## src/rtl/bgf_pkg.sv

```systemverilog
// ----------------------------------------------------------------------------
// bgf_pkg
// Shared types and constants for the background fetcher and pixel queue.
// ----------------------------------------------------------------------------
package bgf_pkg;

  localparam int QUEUE_DEPTH = 16;
  localparam int FILL_W      = $clog2(QUEUE_DEPTH + 1);
  localparam int VRAM_BYTES  = 8192;
  localparam int VRAM_AW     = $clog2(VRAM_BYTES);

  localparam logic [VRAM_AW-1:0] MAP_LOW   = VRAM_AW'(16'h1800);
  localparam logic [VRAM_AW-1:0] MAP_HIGH  = VRAM_AW'(16'h1C00);
  localparam logic [VRAM_AW-1:0] AREA_HIGH = VRAM_AW'(16'h0800);

  localparam logic [8:0] WIN_X_SPAN = 9'd158;
  localparam logic [8:0] WIN_Y_SPAN = 9'd160;

  typedef enum logic [2:0] {
    REG_LCDC  = 3'd0,
    REG_SCX   = 3'd1,
    REG_SCY   = 3'd2,
    REG_WX    = 3'd3,
    REG_WY    = 3'd4,
    REG_BGP   = 3'd5
  } reg_idx_t;

  typedef enum logic [1:0] {
    ACT_TICK  = 2'd0,
    ACT_WRITE = 2'd1,
    ACT_LINE  = 2'd2,
    ACT_NONE  = 2'd3
  } act_t;

  typedef enum logic [2:0] {
    PH_TILE  = 3'd0,
    PH_LOW   = 3'd1,
    PH_HIGH  = 3'd2,
    PH_SLEEP = 3'd3,
    PH_PUSH  = 3'd4
  } phase_t;

  typedef enum logic [1:0] {
    RD_NONE = 2'd0,
    RD_TILE = 2'd1,
    RD_LOW  = 2'd2,
    RD_HIGH = 2'd3
  } rd_kind_t;

  typedef struct packed {
    act_t               kind;
    logic [VRAM_AW-1:0] vram_offset;
    logic [7:0]         vram_byte;
    logic [7:0]         line_number;
    logic [7:0]         window_line_count;
  } item_t;

  typedef struct packed {
    logic [7:0] lcd_control;
    logic [7:0] scroll_x;
    logic [7:0] scroll_y;
    logic [7:0] window_x;
    logic [7:0] window_y;
    logic [7:0] bg_palette;
  } cfg_t;

endpackage

```

## src/rtl/bgf_front.sv

```systemverilog
// ----------------------------------------------------------------------------
// bgf_front
// Accepts input beats, classifies the action code and holds them in a
// two-entry queue for the execute side.
// ----------------------------------------------------------------------------
module bgf_front import bgf_pkg::*; (
  input  logic               clk,
  input  logic               rst,
  input  logic               in_valid,
  output logic               in_stall,
  input  logic [1:0]         action,
  input  logic [VRAM_AW-1:0] vram_offset,
  input  logic [7:0]         vram_byte,
  input  logic [7:0]         line_number,
  input  logic [7:0]         window_line_count,
  output logic               itm_valid,
  output item_t              itm,
  input  logic               itm_take
);

  item_t      ent [2];
  logic       wptr;
  logic       rptr;
  logic [1:0] count;
  logic       push;
  item_t      cls;

  always_comb begin
    cls.kind              = act_t'(action);
    cls.vram_offset       = vram_offset;
    cls.vram_byte         = vram_byte;
    cls.line_number       = line_number;
    cls.window_line_count = window_line_count;
  end

  assign in_stall  = (count == 2'd2);
  assign push      = in_valid && !in_stall;
  assign itm_valid = (count != 2'd0);
  assign itm       = ent[rptr];

  always_ff @(posedge clk) begin
    if (push) begin
      ent[wptr] <= cls;
    end
  end

  always_ff @(posedge clk) begin
    if (rst) begin
      wptr  <= 1'b0;
      rptr  <= 1'b0;
      count <= 2'd0;
    end else begin
      if (push) begin
        wptr <= ~wptr;
      end
      if (itm_take) begin
        rptr <= ~rptr;
      end
      count <= count + {1'b0, push} - {1'b0, itm_take};
    end
  end

endmodule

```

## config.mk

```make
export PLATFORM = sky130hd
export DESIGN_NAME = bgf_front
export DESIGN_NICKNAME = d
export VERILOG_FILES = /design/src/rtl/bgf_pkg.sv /design/src/rtl/bgf_front.sv
export SDC_FILE = /design/constraint.sdc
export NUM_CORES = 1
export LEC_CHECK = 0
export BUFFER_PORTS_ARGS = -buffer_cell sky130_fd_sc_hd__buf_2
export CAP_MARGIN = 20
export CELL_PAD_IN_SITES_DETAIL_PLACEMENT = 0
export CELL_PAD_IN_SITES_GLOBAL_PLACEMENT = 1
export CORE_ASPECT_RATIO = 0.6
export CORE_MARGIN = 2
export CORE_UTILIZATION = 41
export CTS_BUF_LIST = sky130_fd_sc_hd__clkbuf_8
export DETAILED_ROUTE_END_ITERATION = 8
export PLACE_DENSITY = 0.82
export REMOVE_ABC_BUFFERS = 1
export SKIP_LAST_GASP = 1
export SLEW_MARGIN = 20
export SYNTH_ARGS = -nofsm -noshare
export SYNTH_HDL_FRONTEND = slang
export SYNTH_SLANG_ARGS = --single-unit
```

## constraint.sdc

```tcl
create_clock -name clk -period 2.06 [get_ports clk]
set_input_delay 0.412 -clock clk [delete_from_list [all_inputs] [get_ports clk]]
set_output_delay 0.412 -clock clk [all_outputs]
set_load 0.05 [all_outputs]
```

==> flow_summary.ini <==
[run_status]
status = completed

[synth]
yosys_warnings = 0
netlist_area_um2 = 3090
syn_area_per_cell_um2 = 21.1
ys_types = 21
yosys_register_bits = 83
yosysSeqAreaShare = 0.792
syn_inst = 146

[timing]
tightest_slew_ns = 0.264
worst_hold_slack_ns = 0.249
fin_ws_ns = 0.129
setup_viol_count_final = 0
rsz0062_at_grt = no
post-route-period-util = 0.937
fin_tns_setup_ns = 0
finClkSkew_ns = 0.00538
slew_headroom = 0.825
finalMaxSlewViolations = 0
fmax_mhz = 518
finalHoldViolCount = 0
finalCriticalPeriod_ns = 1.93

[cells_and_area]
fill_cells = 618
syn_to_final_growth_pct = 25.0
n_antenna_cell = 0
nets = 285
drive_gt1_frac = 0.473

[die]
die_y_um = 71.2
dieArea_um2 = 8260
core_um2 = 7270
start_util = 0.425
rows = 24
io_pins = 84
die_x_um = 116

[routing]
drtAntennaViolNets = 0
drc = 0
vias_per_cell = 4.54
routedWlPerCell_um = 15.3
via_count = 1583
wl_um = 5340
drtPass1Iterations = 4
drt_first_iter_violations = 69

[power_and_ir_drop]
p_per_area_nw_per_um2 = 1160
internal-power_w = 0.00299
p_leak_nw = 1.48
p_sw_frac = 0.331
ir_drop_mv = 0.528
p_comb_frac = 0.272
power_frac_clock = 0.244
switchingPower_w = 0.00148
seqPwrFrac = 0.484

[clocking]
htreeDepth = 3
cts_buffer_depth = 2
cts_setup_buffers = 0
cts.sinks = 83
tritoncts = built
clk_latency_ns = 0.35
cts_buffers = 9
clk_pin_slew_ns = 0.08
root_buffer = clkbuf_8

[global_routing]
grt_first_pass_wirelength_um = 7960
grt_pass1_vias = 1562
antenna_found_initial = 0
grt_use_total = 0.135
gr-total-overflow = 0
grt_max_degree = 40

[place]
dp.final_hpwl_um = 3450
io_buffers = 83
place.gp.congestion = 0.696
dp_slack_ns = 0.433

[setup_path]
crit_fanout = 18
crit_path_end_kind = primary output
cp.arrival_ns = 1.52
ff2ff_path_depth = 5
crit_required_ns = 1.65
crit_slowest_cell = dfxtp_2
start_kind = flip-flop
slowest_delay_ns = 0.37
critical_path_class = reg -> out
path_cells = buf_6, mux2_1, buf_2

[min_path]
hold_depth = 1
min_path_type = in -> reg

[job]
drv_cap = 0
## area by class of cell
class	count	area, µm²	share of cell area
clock inverters	7	61.3	0.0159
well taps	104	130	0.0337
multi-input cells	55	597	0.155
repair buffers	87	487	0.126
inverters	4	15.0	0.00389
flip-flops and latches	83	2440	0.633
clock buffers	9	124	0.0321
## critical path, delay by kind of cell, from the launching register on
kind	cells	cell delay (ns)
buffers and inverters	2	0.44
muxes	1	0.36
DFF	1	0.37
## through the flow
stage          std cells  total power, W   util  cell area, µm²
3_3_place_gp         333         0.00341  0.505            3670
3_5_place_dp         333         0.00344  0.505            3670
4_1_cts              349         0.00453  0.530            3850
2_1_floorplan        142         0.00311      -            3050
5_1_grt              349         0.00468  0.531            3860
6_report             349         0.00448  0.531            3860
## kinds of logic (layout without fill, tap and decap cells)
family,after synthesis,count (layout),share of synthesized area
simple gates,9,9,0.0174
compound gates,2,2,0.00446
xor+xnor,3,3,0.00852
mux,39,39,0.154
flops,83,83,0.792
fa+ha+maj,2,2,0.00811
buf+inv,8,107,0.0154
## registers in the layout, summed over array words and instances, names as in the netlist, named ones only
name   count
ent       78
count      2
rptr       1
wptr       1
## synth_stat cells
cell type  number  area (µm²)
or3_4           1        11.3
nand2_1         1        3.75
inv_1           2        7.51
clkinv_1        1        3.75
buf_6           2        22.5
dfxtp_1         5         100
o21ai_1         1        5.00
edfxtp_1       78        2340
nor2_1          3        11.3
mux2_4         10         150
mux2_1         29         327
nand2b_2        1        8.76
and3_1          1        6.26
xnor2_1         2        17.5
a21oi_2         1        8.76
buf_2           2        10.0
nor2b_1         1        6.26
or2_1           1        6.26
xor2_1          1        8.76
inv_2           1        3.75
ha_1            2        25.0
## power groups by stage
stage / Combinational (W) / Clock, W / Sequential [W]
detailed placement: 0.00123 / 0 / 0.00221
floorplan: 0.000897 / 0 / 0.00221
CTS: 0.00123 / 0.00113 / 0.00217
global route: 0.00128 / 0.00121 / 0.00219
finish: 0.00122 / 0.00109 / 0.00217
global placement: 0.00122 / 0 / 0.00220
## final timing paths
kind,endpoint,slack (ns),start
max,itm[3],0.13,flip-flop
max reg2reg,ent[0][38]$_DFFE_PP_,0.53,count[0]$_SDFF_PP0_
min reg2reg,rptr$_SDFFE_PP0P_,0.52,rptr$_SDFFE_PP0P_
min,ent[0][30]$_DFFE_PP_,0.25,vram_offset[6]
## cells in the final DEF (no fill, tap or decap)
cell type,Yosys,final
nand2b_2,1,1
clkinvlp_4,0,2
xnor2_1,2,2
dfxtp_2,0,1
inv_1,2,3
or3_4,1,1
ha_1,2,2
nand2_1,1,1
inv_2,1,1
mux2_4,10,10
and3_2,0,1
xor2_1,1,1
buf_6,2,1
dfxtp_1,5,4
clkinv_1,1,3
buf_12,0,3
buf_2,2,83
bufinv_16,0,1
o21ai_1,1,1
nor2_1,3,3
a21oi_2,1,1
mux2_1,29,29
or2_1,1,1
clkinv_2,0,1
edfxtp_1,78,78
clkbuf_8,0,9
nor2b_1,1,1
## metal layers
| metal | share of wire | track usage |
|---|---|---|
| met1 | 0.45 | 0.170 |
| met2 | 0.44 | 0.200 |
| met3 | 0.10 | 0.0797 |
| met4 | 0.0079 | 0.0397 |
| met5 | 0 | 0 |
## repair_timing
| item | 4_1_cts | 5_1_grt |
|---|---|---|
| hold buffers | 0 | 0 |
| gates resized for setup | 0 | 1 |
| setup endpoints to repair | 0 | 3 |
| hold endpoints to repair | 0 | 0 |
Power figures use the tool's default switching activity.
